$ cat src/rtl/rtd_sample_validate_filter_trend_unit_assert.svh
// Assertion macros shared by the RTD filter block.
// Each takes a label, clock, active-low reset, antecedent and consequent.
`ifndef RTD_SAMPLE_VALIDATE_FILTER_TREND_UNIT_ASSERT_SVH
`define RTD_SAMPLE_VALIDATE_FILTER_TREND_UNIT_ASSERT_SVH

// Consequent must hold in the same cycle as the antecedent.
`define RTDSVF_ASSERT_IMP(lbl, clk_s, rst_s, ante, cons) \
	lbl: assert property (@(posedge clk_s) disable iff (!(rst_s)) (ante) |-> (cons)) \
		else $error("rtdsvf assertion failed");

// Consequent must hold in the cycle after the antecedent.
`define RTDSVF_ASSERT_NXT(lbl, clk_s, rst_s, ante, cons) \
	lbl: assert property (@(posedge clk_s) disable iff (!(rst_s)) (ante) |=> (cons)) \
		else $error("rtdsvf assertion failed");

`endif

$ cat src/rtl/rtdsvf_pkg.sv
`default_nettype none

package rtdsvf_pkg;

	localparam int CODE_W     = 12;
	localparam int TIME_W     = 32;
	localparam int TEMP_W     = 24;
	localparam int SLOPE_W    = 20;
	localparam int ALPHA_W    = 17;
	localparam int PERIOD_W   = 16;
	localparam int PROD_W     = CODE_W + SLOPE_W;
	localparam int FRAC_SHIFT = 8;
	localparam int EMA_SHIFT  = 16;
	localparam int SAT_W      = 48;
	localparam int SCALE_W    = 10;
	// signed width of (ema - base) * 1000
	localparam int NUM_W      = TEMP_W + 1 + SCALE_W;
	localparam int EPROD_W    = ALPHA_W + 1 + TEMP_W + 1;
	localparam int CFG_IDX_W  = 3;
	localparam int CFG_DATA_W = 24;
	localparam int QUEUE_DEPTH = 2;

	typedef logic [1:0]                status_t;
	typedef logic signed [TEMP_W-1:0]  temp_t;

	localparam status_t ST_VALID = 2'd0;
	localparam status_t ST_OPEN  = 2'd1;
	localparam status_t ST_SHORT = 2'd2;
	localparam status_t ST_RANGE = 2'd3;

	localparam logic [CFG_IDX_W-1:0] REG_RAW_MIN = 3'd0;
	localparam logic [CFG_IDX_W-1:0] REG_RAW_MAX = 3'd1;
	localparam logic [CFG_IDX_W-1:0] REG_SLOPE   = 3'd2;
	localparam logic [CFG_IDX_W-1:0] REG_OFFSET  = 3'd3;
	localparam logic [CFG_IDX_W-1:0] REG_ALPHA   = 3'd4;
	localparam logic [CFG_IDX_W-1:0] REG_BENCH   = 3'd5;

	localparam logic [CODE_W-1:0]   OPEN_CODE_DEF       = 12'd4090;
	localparam logic [CODE_W-1:0]   SHORT_CODE_DEF      = 12'd5;
	localparam logic [PERIOD_W-1:0] TREND_PERIOD_MS_DEF = 16'd1000;

	localparam temp_t              MY_TEMP  = 24'sd6400;
	localparam logic [ALPHA_W-1:0] ALPHA_ONE   = 17'd65536;
	localparam logic [SCALE_W-1:0] TREND_SCALE = 10'd1000;

	typedef struct packed {
		logic [CODE_W-1:0] adc_sample;
		logic [TIME_W-1:0] now_ms;
	} sample_t;

	typedef struct packed {
		status_t sensor_status;
		temp_t   raw_temp;
		temp_t   filtered_temp;
		temp_t   temp_rate;
		logic    rate_updated;
		logic    fault_open;
		logic    fault_short;
		logic    safe_stop;
	} result_t;

	typedef struct packed {
		logic [CODE_W-1:0]  raw_valid_min;
		logic [CODE_W-1:0]  raw_valid_max;
		logic [SLOPE_W-1:0] cal_slope;
		temp_t              cal_offset;
		logic [ALPHA_W-1:0] filter_alpha;
		logic               my_mode;
	} cfg_t;

	// classified sample handed from front to back
	typedef struct packed {
		status_t           status;
		logic [CODE_W-1:0] code;
		logic [TIME_W-1:0] now_ms;
	} fe_item_t;

	// clamp a wide signed value to the Q8 temperature range
	function automatic temp_t sat_temp(input logic signed [SAT_W-1:0] x);
		logic signed [SAT_W-1:0] hi;
		logic signed [SAT_W-1:0] lo;
		hi = {{(SAT_W-TEMP_W+1){1'b0}}, {(TEMP_W-1){1'b1}}};
		lo = {{(SAT_W-TEMP_W+1){1'b1}}, {(TEMP_W-1){1'b0}}};
		if (x > hi) begin
			sat_temp = {1'b0, {(TEMP_W-1){1'b1}}};
		end else if (x < lo) begin
			sat_temp = {1'b1, {(TEMP_W-1){1'b0}}};
		end else begin
			sat_temp = x[TEMP_W-1:0];
		end
	endfunction

endpackage

`default_nettype wire

$ cat src/rtl/rtdsvf_front.sv
`default_nettype none

module rtdsvf_front #(
	parameter logic [rtdsvf_pkg::CODE_W-1:0] OPEN_CODE  = rtdsvf_pkg::OPEN_CODE_DEF,
	parameter logic [rtdsvf_pkg::CODE_W-1:0] SHORT_CODE = rtdsvf_pkg::SHORT_CODE_DEF
) (
	input  wire rtdsvf_pkg::sample_t  sample,
	input  wire                       sample_valid,
	output logic                      sample_stall,
	input  wire rtdsvf_pkg::cfg_t     cfg,
	input  wire                       q_full,
	output logic                      q_push,
	output rtdsvf_pkg::fe_item_t      q_item
);
	import rtdsvf_pkg::*;

	status_t status;

	// classify: open first, then short, then the configured window
	always_comb begin
		if (sample.adc_sample >= OPEN_CODE) begin
			status = ST_OPEN;
		end else if (sample.adc_sample <= SHORT_CODE) begin
			status = ST_SHORT;
		end else if (sample.adc_sample < cfg.raw_valid_min ||
				sample.adc_sample > cfg.raw_valid_max) begin
			status = ST_RANGE;
		end else begin
			status = ST_VALID;
		end
	end

	// transfer into the queue whenever it has room
	assign sample_stall   = q_full;
	assign q_push         = sample_valid && !q_full;
	assign q_item.status  = status;
	assign q_item.code    = sample.adc_sample;
	assign q_item.now_ms  = sample.now_ms;

endmodule

`default_nettype wire

$ cat src/rtl/rtdsvf_queue.sv
`default_nettype none
`include "rtd_sample_validate_filter_trend_unit_assert.svh"

module rtdsvf_queue (
	input  wire                       clk,
	input  wire                       arst_n,
	input  wire                       push,
	input  wire rtdsvf_pkg::fe_item_t push_item,
	output logic                      full,
	output logic                      head_valid,
	output rtdsvf_pkg::fe_item_t      head_item,
	input  wire                       pop
);
	import rtdsvf_pkg::*;

	localparam int PTR_W = (QUEUE_DEPTH > 1) ? $clog2(QUEUE_DEPTH) : 1;
	localparam int CNT_W = $clog2(QUEUE_DEPTH + 1);
	localparam logic [PTR_W-1:0] LAST_PTR = PTR_W'(QUEUE_DEPTH - 1);

	fe_item_t          entry_q [QUEUE_DEPTH];
	logic [PTR_W-1:0]  wr_ptr_q;
	logic [PTR_W-1:0]  rd_ptr_q;
	logic [CNT_W-1:0]  count_q;

	assign full       = (count_q == CNT_W'(QUEUE_DEPTH));
	assign head_valid = (count_q != '0);
	assign head_item  = entry_q[rd_ptr_q];

	// advance pointers and occupancy
	always_ff @(posedge clk or negedge arst_n) begin
		if (!arst_n) begin
			wr_ptr_q <= '0;
			rd_ptr_q <= '0;
			count_q  <= '0;
		end else begin
			if (push) begin
				wr_ptr_q <= (wr_ptr_q == LAST_PTR) ? '0 : wr_ptr_q + 1'b1;
			end
			if (pop) begin
				rd_ptr_q <= (rd_ptr_q == LAST_PTR) ? '0 : rd_ptr_q + 1'b1;
			end
			if (push && !pop) begin
				count_q <= count_q + 1'b1;
			end else if (pop && !push) begin
				count_q <= count_q - 1'b1;
			end
		end
	end

	// store entry payload
	always_ff @(posedge clk) begin
		if (push) begin
			entry_q[wr_ptr_q] <= push_item;
		end
	end

	`RTDSVF_ASSERT_IMP(a_q_no_overflow, clk, arst_n, 1'b1, count_q <= CNT_W'(QUEUE_DEPTH))
	`RTDSVF_ASSERT_IMP(a_q_no_underflow, clk, arst_n, pop, count_q != '0)

endmodule

`default_nettype wire

$ cat src/rtl/rtdsvf_back.sv
`default_nettype none
`include "rtd_sample_validate_filter_trend_unit_assert.svh"

module rtdsvf_back #(
	parameter logic [rtdsvf_pkg::PERIOD_W-1:0] TREND_PERIOD_MS =
		rtdsvf_pkg::TREND_PERIOD_MS_DEF
) (
	input  wire                       clk,
	input  wire                       arst_n,
	input  wire rtdsvf_pkg::cfg_t     cfg,
	input  wire                       q_valid,
	input  wire rtdsvf_pkg::fe_item_t q_item,
	output logic                      q_pop,
	output rtdsvf_pkg::result_t       result,
	output logic                      result_valid,
	input  wire                       result_stall
);
	import rtdsvf_pkg::*;

	localparam int ST_W = 3;
	localparam logic [ST_W-1:0] S_IDLE    = 3'd0;
	localparam logic [ST_W-1:0] S_CONV    = 3'd1;
	localparam logic [ST_W-1:0] S_EMA_MUL = 3'd2;
	localparam logic [ST_W-1:0] S_EMA     = 3'd3;
	localparam logic [ST_W-1:0] S_TREND   = 3'd4;
	localparam logic [ST_W-1:0] S_DIV     = 3'd5;
	localparam logic [ST_W-1:0] S_FIN     = 3'd6;
	localparam logic [ST_W-1:0] S_DONE    = 3'd7;

	localparam int DCNT_W = $clog2(NUM_W);
	localparam logic [DCNT_W-1:0] DCNT_LAST = DCNT_W'(NUM_W - 1);

	logic [ST_W-1:0]     state_q;
	fe_item_t            item_q;
	logic [PROD_W-1:0]   prod_q;
	temp_t               raw_q;
	logic signed [EPROD_W-1:0] eprod_q;
	temp_t               ema_q;
	temp_t               base_temp_q;
	temp_t               rate_q;
	logic                primed_q;
	logic [TIME_W-1:0]   base_time_q;
	logic [1:0]          fault_q;
	logic                upd_q;
	logic                stop_q;
	logic [TIME_W-1:0]   dt_q;
	logic [NUM_W-1:0]    quo_q;
	logic [TIME_W-1:0]   rem_q;
	logic                neg_q;
	logic [DCNT_W-1:0]   dcnt_q;
	result_t             out_q;
	logic                out_valid_q;

	logic [ALPHA_W-1:0]        alpha_eff;
	logic signed [SAT_W-1:0]   conv_sum;
	logic signed [TEMP_W:0]    ema_diff;
	logic signed [EPROD_W-1:0] eprod;
	logic signed [EPROD_W-EMA_SHIFT-1:0] ema_step;
	logic signed [SAT_W-1:0]   ema_sum;
	logic [TIME_W-1:0]         dt;
	logic                      trend_due;
	logic signed [TEMP_W:0]    trend_diff;
	logic signed [NUM_W:0]     trend_num;
	logic [NUM_W:0]            num_mag;
	logic [TIME_W:0]           rem_sh;
	logic                      rem_ge;
	logic [TIME_W:0]           rem_sub;
	logic signed [SAT_W-1:0]   quo_ext;
	logic signed [SAT_W-1:0]   quo_sig;
	logic                      is_valid;
	logic                      is_fault;
	logic                      out_free;

	// conversion, EMA and trend datapath
	always_comb begin
		alpha_eff = (cfg.filter_alpha > ALPHA_ONE) ? ALPHA_ONE : cfg.filter_alpha;
		conv_sum  = $signed({{(SAT_W-PROD_W+FRAC_SHIFT){1'b0}}, prod_q[PROD_W-1:FRAC_SHIFT]})
			+ $signed({{(SAT_W-TEMP_W){cfg.cal_offset[TEMP_W-1]}}, cfg.cal_offset});
		ema_diff  = $signed({raw_q[TEMP_W-1], raw_q}) - $signed({ema_q[TEMP_W-1], ema_q});
		eprod     = $signed({1'b0, alpha_eff}) * ema_diff;
		// upper bits of the product are the shift rounded toward minus infinity
		ema_step  = $signed(eprod_q[EPROD_W-1:EMA_SHIFT]);
		ema_sum   = $signed({{(SAT_W-TEMP_W){ema_q[TEMP_W-1]}}, ema_q})
			+ $signed({{(SAT_W-EPROD_W+EMA_SHIFT){ema_step[EPROD_W-EMA_SHIFT-1]}}, ema_step});
		dt        = item_q.now_ms - base_time_q;
		trend_due = (dt >= {{(TIME_W-PERIOD_W){1'b0}}, TREND_PERIOD_MS}) && (dt != '0);
		trend_diff = $signed({ema_q[TEMP_W-1], ema_q})
			- $signed({base_temp_q[TEMP_W-1], base_temp_q});
		trend_num = trend_diff * $signed({1'b0, TREND_SCALE});
		num_mag   = trend_num[NUM_W] ? (NUM_W+1)'(-trend_num) : trend_num;
		rem_sh    = {rem_q, quo_q[NUM_W-1]};
		rem_ge    = rem_sh >= {1'b0, dt_q};
		rem_sub   = rem_sh - {1'b0, dt_q};
		quo_ext   = $signed({{(SAT_W-NUM_W){1'b0}}, quo_q});
		quo_sig   = neg_q ? -quo_ext : quo_ext;
		is_valid  = (item_q.status == ST_VALID);
		is_fault  = !is_valid && !cfg.my_mode;
		out_free  = !out_valid_q || !result_stall;
	end

	assign q_pop = (state_q == S_IDLE) && q_valid;

	// sequence one item through the shared datapath
	always_ff @(posedge clk or negedge arst_n) begin
		if (!arst_n) begin
			state_q     <= S_IDLE;
			ema_q       <= '0;
			base_temp_q <= '0;
			rate_q      <= '0;
			primed_q    <= 1'b0;
			base_time_q <= '0;
			fault_q     <= '0;
			out_valid_q <= 1'b0;
		end else begin
			// raise the result when it is loaded, drop it once taken
			if (state_q == S_DONE && out_free) begin
				out_valid_q <= 1'b1;
			end else if (result_valid && !result_stall) begin
				out_valid_q <= 1'b0;
			end
			case (state_q)
				S_IDLE: begin
					if (q_valid) begin
						state_q <= S_CONV;
					end
				end
				S_CONV: begin
					state_q <= S_EMA_MUL;
				end
				S_EMA_MUL: begin
					state_q <= S_EMA;
				end
				S_EMA: begin
					if (is_fault) begin
						ema_q    <= '0;
						primed_q <= 1'b0;
						fault_q  <= fault_q | ((item_q.status == ST_SHORT) ? 2'b10 : 2'b01);
						state_q  <= S_DONE;
					end else begin
						fault_q <= '0;
						if (!primed_q) begin
							ema_q       <= raw_q;
							base_temp_q <= raw_q;
							primed_q    <= 1'b1;
							if (is_valid) begin
								base_time_q <= item_q.now_ms;
							end
						end else begin
							ema_q <= sat_temp(ema_sum);
						end
						state_q <= is_valid ? S_TREND : S_DONE;
					end
				end
				S_TREND: begin
					state_q <= trend_due ? S_DIV : S_DONE;
				end
				S_DIV: begin
					if (dcnt_q == DCNT_LAST) begin
						state_q <= S_FIN;
					end
				end
				S_FIN: begin
					rate_q      <= sat_temp(quo_sig);
					base_temp_q <= ema_q;
					base_time_q <= item_q.now_ms;
					state_q     <= S_DONE;
				end
				S_DONE: begin
					if (out_free) begin
						state_q <= S_IDLE;
					end
				end
				default: begin
					state_q <= S_IDLE;
				end
			endcase
		end
	end

	// per-item working registers
	always_ff @(posedge clk) begin
		case (state_q)
			S_IDLE: begin
				item_q <= q_item;
				prod_q <= q_item.code * cfg.cal_slope;
				upd_q  <= 1'b0;
				stop_q <= 1'b0;
			end
			S_CONV: begin
				if (is_valid) begin
					raw_q <= sat_temp(conv_sum);
				end else if (cfg.my_mode) begin
					raw_q <= MY_TEMP;
				end else begin
					raw_q <= '0;
				end
			end
			S_EMA_MUL: begin
				eprod_q <= eprod;
			end
			S_EMA: begin
				stop_q <= is_fault;
			end
			S_TREND: begin
				dt_q   <= dt;
				neg_q  <= trend_num[NUM_W];
				quo_q  <= num_mag[NUM_W-1:0];
				rem_q  <= '0;
				dcnt_q <= '0;
			end
			S_DIV: begin
				rem_q  <= rem_ge ? rem_sub[TIME_W-1:0] : rem_sh[TIME_W-1:0];
				quo_q  <= {quo_q[NUM_W-2:0], rem_ge};
				dcnt_q <= dcnt_q + 1'b1;
			end
			S_FIN: begin
				upd_q <= 1'b1;
			end
			S_DONE: begin
				if (out_free) begin
					out_q.sensor_status <= item_q.status;
					out_q.raw_temp      <= raw_q;
					out_q.filtered_temp <= ema_q;
					out_q.temp_rate     <= rate_q;
					out_q.rate_updated  <= upd_q;
					out_q.fault_open    <= fault_q[0];
					out_q.fault_short   <= fault_q[1];
					out_q.safe_stop     <= stop_q;
				end
			end
			default: begin
			end
		endcase
	end

	assign result       = out_q;
	assign result_valid = out_valid_q;

	`RTDSVF_ASSERT_IMP(a_stop_clears_filter, clk, arst_n, result_valid && result.safe_stop, result.filtered_temp == '0 && (result.fault_open || result.fault_short))
	`RTDSVF_ASSERT_IMP(a_trend_on_valid_only, clk, arst_n, result_valid && result.rate_updated, result.sensor_status == ST_VALID)
	`RTDSVF_ASSERT_NXT(a_div_exits_to_fin, clk, arst_n, state_q == S_DIV, state_q == S_DIV || state_q == S_FIN)

endmodule

`default_nettype wire

$ cat src/rtl/rtd_sample_validate_filter_trend_unit.sv
`default_nettype none

// RTD sample validation, EMA filter and trend unit. Each transfer on the
// sample channel carries one 12-bit converter code and a millisecond
// timestamp; each produces exactly one result: status, converted temperature,
// filtered temperature, last trend in C/s (all signed Q8) and sticky fault
// flags. The front classifies samples into a two-entry queue; the back
// works one item at a time through a shared datapath; faulted or substituted
// samples end after the EMA step, valid ones go on to the trend check, and
// a trend update runs the 35-step serial divider for (ema - base) * 1000 / dt.
// Configuration writes take effect at once and belong in idle periods.
module rtd_sample_validate_filter_trend_unit #(
	parameter logic [rtdsvf_pkg::CODE_W-1:0]   OPEN_CODE       = rtdsvf_pkg::OPEN_CODE_DEF,
	parameter logic [rtdsvf_pkg::CODE_W-1:0]   SHORT_CODE      = rtdsvf_pkg::SHORT_CODE_DEF,
	parameter logic [rtdsvf_pkg::PERIOD_W-1:0] TREND_PERIOD_MS =
		rtdsvf_pkg::TREND_PERIOD_MS_DEF
) (
	input  wire                                   clk,
	input  wire                                   arst_n,
	input  wire rtdsvf_pkg::sample_t              sample,
	input  wire                                   sample_valid,
	output logic                                  sample_stall,
	output rtdsvf_pkg::result_t                   result,
	output logic                                  result_valid,
	input  wire                                   result_stall,
	input  wire                                   cfg_we,
	input  wire [rtdsvf_pkg::CFG_IDX_W-1:0]       cfg_index,
	input  wire [rtdsvf_pkg::CFG_DATA_W-1:0]      cfg_data
);
	import rtdsvf_pkg::*;

	cfg_t     cfg_q;
	logic     q_full;
	logic     q_push;
	fe_item_t q_in;
	logic     q_valid;
	fe_item_t q_head;
	logic     q_pop;

	// hold configuration registers
	always_ff @(posedge clk or negedge arst_n) begin
		if (!arst_n) begin
			cfg_q.raw_valid_min <= '0;
			cfg_q.raw_valid_max <= '1;
			cfg_q.cal_slope     <= SLOPE_W'(6554);
			cfg_q.cal_offset    <= '0;
			cfg_q.filter_alpha  <= ALPHA_W'(6554);
			cfg_q.my_mode    <= 1'b1;
		end else if (cfg_we) begin
			case (cfg_index)
				REG_RAW_MIN: cfg_q.raw_valid_min <= cfg_data[CODE_W-1:0];
				REG_RAW_MAX: cfg_q.raw_valid_max <= cfg_data[CODE_W-1:0];
				REG_SLOPE:   cfg_q.cal_slope     <= cfg_data[SLOPE_W-1:0];
				REG_OFFSET:  cfg_q.cal_offset    <= $signed(cfg_data[TEMP_W-1:0]);
				REG_ALPHA:   cfg_q.filter_alpha  <= cfg_data[ALPHA_W-1:0];
				REG_BENCH:   cfg_q.my_mode    <= cfg_data[0];
				default: begin
				end
			endcase
		end
	end

	rtdsvf_front #(
		.OPEN_CODE  (OPEN_CODE),
		.SHORT_CODE (SHORT_CODE)
	) u_front (
		.sample       (sample),
		.sample_valid (sample_valid),
		.sample_stall (sample_stall),
		.cfg          (cfg_q),
		.q_full       (q_full),
		.q_push       (q_push),
		.q_item       (q_in)
	);

	rtdsvf_queue u_queue (
		.clk        (clk),
		.arst_n     (arst_n),
		.push       (q_push),
		.push_item  (q_in),
		.full       (q_full),
		.head_valid (q_valid),
		.head_item  (q_head),
		.pop        (q_pop)
	);

	rtdsvf_back #(
		.TREND_PERIOD_MS (TREND_PERIOD_MS)
	) u_back (
		.clk          (clk),
		.arst_n       (arst_n),
		.cfg          (cfg_q),
		.q_valid      (q_valid),
		.q_item       (q_head),
		.q_pop        (q_pop),
		.result       (result),
		.result_valid (result_valid),
		.result_stall (result_stall)
	);

endmodule

`default_nettype wire
$ cat config.mk
export PLATFORM = sky130hd
export DESIGN_NAME = rtd_sample_validate_filter_trend_unit
export DESIGN_NICKNAME = d
export VERILOG_FILES = /design/src/rtl/rtdsvf_pkg.sv /design/src/rtl/rtdsvf_front.sv /design/src/rtl/rtdsvf_queue.sv /design/src/rtl/rtdsvf_back.sv /design/src/rtl/rtd_sample_validate_filter_trend_unit.sv
export VERILOG_INCLUDE_DIRS = /design/src /design/src/rtl
export SDC_FILE = /design/constraint.sdc
export NUM_CORES = 2
export LEC_CHECK = 0
export BUFFER_PORTS_ARGS = -buffer_cell sky130_fd_sc_hd__buf_2
export CAP_MARGIN = 30
export CELL_PAD_IN_SITES_DETAIL_PLACEMENT = 1
export CELL_PAD_IN_SITES_GLOBAL_PLACEMENT = 1
export CORE_MARGIN = 8
export CORE_UTILIZATION = 39
export CTS_CLUSTER_SIZE = 24
export DETAILED_ROUTE_END_ITERATION = 12
export GPL_TIMING_DRIVEN = 1
export HOLD_SLACK_MARGIN = 0.1
export PLACE_DENSITY_LB_ADDON = 0.1
export SLEW_MARGIN = 20
export SYNTH_ARGS = -nofsm -noshare
export SYNTH_HDL_FRONTEND = slang
export SYNTH_HIERARCHICAL = 1
export SYNTH_SLANG_ARGS = --single-unit
$ cat constraint.sdc
create_clock -name clk -period 16.2 [get_ports clk]
set_input_delay 1.62 -clock clk [delete_from_list [all_inputs] [get_ports clk]]
set_output_delay 1.62 -clock clk [all_outputs]
set_load 0.02 [all_outputs]
==> results.md <==
* Status: complete, no violations
* Yosys Warn Count at 6
* Period utilisation layout at 0.652
* Synth Flop Type: edfxtp_1
* FF-to-FF setup slack at 5.64 ns
* Drt drc at 0
* Fmax at between 0.09 and 0.1 GHz
* Post-route ant nets at 0
* Post-CTS setup buffer count at 0
* CP arrival at approximately 11 ns
* CTS Buf Count at 67
* Die Ht at 404 um
* Mapped Area at approximately 0.06 sq mm
* Routed vias/inst at about 5.2
* IO buf count at roughly 160
* Clock-pin slew on the worst setup and hold paths at approximately 0.070 ns
* # setup viols final at 0
* Total congestion overflow at 0
* RSZ-0062 raised after global routing: false
* Vias in the first global route at 45500
* WP data required at 16.59 ns
* Synth async-reset ratio at 0.342
* Post-DP HPWL at between 100 and 150 mm
* Die area at around 0.16 sq mm
* Max-Cap Viols at 0
* Most common cell after layout, fill and taps aside: inv_1
* Worst hold slack at about 0.44 ns
* Total Nets Final at slightly above 7000
* Skew-Pair Late Insertion Delay at 0.67 ns
* WL per Instance at about 22 um
* Share of layout cells above drive strength 1 at 0.102
* Slowest CP cell: xor2_1
* #FFs+latches synth at 588
* Final WL at approximately 170 mm
* CP Max Fanout at 11
* Reg-to-Reg End: u_back/eprod_q[42]
* Setup crit start kind: flop
* Area delta synth->final at 9.10%
* HP Class: flop to flop
* Final setup TNS at 0 ns
* HP Start: u_back/upd_q
* Yosys cell types at 110
* EDFF count, synth at between 300 and 400
* Dpl cell area at 0.0617 sq mm
* Gpl congestion at 0.865
* Most frequent cells in the layout: 1056 x inv_1, 686 x fa_1, 616 x nand2_1
* CTS tree: yes
* Tot GR Track Use at 0.213
* Crit path time final at 10.56 ns
* Worst min-delay path endpoint: u_back/result[3]
* Drt initial violations at roughly 2100
* Worst Path Class, Setup: flop to flop
* Final instance area at roughly 0.064 sq mm
* Cells after synthesis at between 5000 and 6000
* Final hold vios at 0
* Top Ports at around 160
* Skew final at 0.0312 ns
* CTS H-tree depth at 3
* Initial antenna violation count at 10
* Initial Util at 0.393
* Core Box Area at about 0.15 sq mm
* Worst R2R Start: u_back/ema_q[1]
* Root Driver: clkbuf_16
* First-pass GRT wire length at 272 mm
* CP most frequent cell: fa_1
* Die Wd at just over 400 um
* CTS Hold Bufs at 0
* Worst r2r path cells at 35
* Mean Syn Cell Area at between 9 and 10 sq um
* Clk buf depth at 3
* Clock Sink Count at approximately 590
* CP endpoint kind: flop
* Syn Nets at 7142
* PostCTS Resize Cnt at 0
* CP peak stage delay at around 0.79 ns
* Slew Limit Fails at 0
* Row Count at 142
* Sequential cell area fraction in the yosys report at 0.284
* WHS Path Cells at 0
* Relative slew margins at 0.323
* Via count at 41800
* Largest net degree at the start of global routing at slightly above 100
* Slew @ Worst Pin at approximately 1.0 ns
* 1st-pass router iterations at 5
[per-stage QoR]
step	instances	worst slack, ns	utilization
6_report	8076	5.64	0.429
2_1_floorplan	5943	7.02	-
5_1_grt	8075	4.94	0.429
3_3_place_gp	7944	5.81	0.411
3_5_place_dp	7949	5.61	0.412
4_1_cts	8072	5.60	0.428
[cells in the mapped netlist, types with 18 or more instances]
cell / instances / share of area
ha_1: 437 / 0.093
nor3_1: 60 / 0.0051
fa_1: 686 / 0.23
o21a_1: 43 / 0.0055
clkbuf_1: 165 / 0.011
o21ai_0: 210 / 0.018
a21oi_1: 231 / 0.020
o21bai_1: 28 / 0.0036
nand2b_1: 50 / 0.0053
o211ai_1: 18 / 0.0023
inv_1: 1056 / 0.067
and2_1: 122 / 0.013
xor2_1: 124 / 0.018
nand2_1: 617 / 0.039
buf_4: 48 / 0.0061
nand4_1: 26 / 0.0028
a31oi_1: 29 / 0.0031
nor2_1: 400 / 0.026
o31ai_1: 24 / 0.0031
and3_1: 32 / 0.0034
a21o_1: 98 / 0.013
mux2_2: 134 / 0.026
mux2_4: 30 / 0.0077
dfrtp_1: 174 / 0.074
nor2b_1: 54 / 0.0057
or2_2: 20 / 0.0021
edfxtp_1: 387 / 0.20
dfstp_2: 27 / 0.012
mux2i_1: 30 / 0.0051
a211oi_1: 28 / 0.0036
xnor2_1: 170 / 0.025
o22a_1: 22 / 0.0033
nand3_1: 75 / 0.0064
[worst max-delay path, delay by kind of cell, from the launching register on]
kind | cells | cell delay [ns]
AO/OA/AOI/OAI | 16 | 4.22
adder cells (fa/ha/maj) | 8 | 3.58
XOR/XNOR | 2 | 0.87
AND/OR/NAND/NOR | 4 | 0.73
flip-flops | 1 | 0.54
buffers and inverters | 5 | 0.37
[kinds of logic after synthesis]
kind of cell | count (synthesis) | share of synthesized area
adders and majority gates | 1125 | 0.327
xor gates and xnor gates | 295 | 0.0440
DFF | 588 | 0.284
muxes | 194 | 0.0384
buffers and inverters | 1297 | 0.0870
and+or+nand+nor | 1556 | 0.123
AOI/OAI and AO/OA | 888 | 0.0976
[how the worst max path moves through the flow]
| stage | startpoint | endpoint | depth (start not counted) |
|---|---|---|---|
| final | u_back/ema_q[1] | u_back/eprod_q[42] | 35 |
| after CTS | u_back/ema_q[1] | u_back/eprod_q[42] | 35 |
| after global placement | u_back/ema_q[1] | u_back/eprod_q[42] | 35 |
| after detailed placement | u_back/ema_q[1] | u_back/eprod_q[42] | 35 |
| after global routing | u_back/ema_q[1] | u_back/eprod_q[42] | 35 |
| after floorplan | u_back/ema_q[0] | u_back/eprod_q[42] | 35 |
[cell type report]
cell class,instances,area [sq um]
diodes,1,2.50
clock buffers,84,1830
clock inverters,39,604
fillers,16800,85600
inverters,1058,3970
multi-input cells,4058,37200
flip-flops and latches,588,16700
well taps,2016,2520
repair buffers,232,1420
[metal layers]
metal	up-vias	wire [um]	part of all wire	global-route usage
li1	19500	-	-	-
met1	21500	80200	0.46	0.289
met2	642	83100	0.48	0.364
met3	180	6750	0.039	0.0260
met4	0	4410	0.025	0.0545
met5	-	0	0	0
[flip-flops by register name, indices dropped and copies added, names as in the netlist, 2 cells and up]
register and count:
u_back/ema_q 24, u_back/dcnt_q 6, u_back/rate_q 24, u_queue/entry_q 92
u_back/rem_q 32, u_back/base_temp_q 24, u_back/quo_q 35, u_queue/count_q 2
u_back/result 78, u_back/dt_q 32, u_back/base_time_q 32, u_back/fault_q 2
cfg_q 86, u_back/item_q 34, u_back/prod_q 24, u_back/state_q 3
u_back/raw_q 24, u_back/eprod_q 27
Power is not shown: default switching activity piles up to over one toggle a cycle in this logic, so the estimate is an artifact.
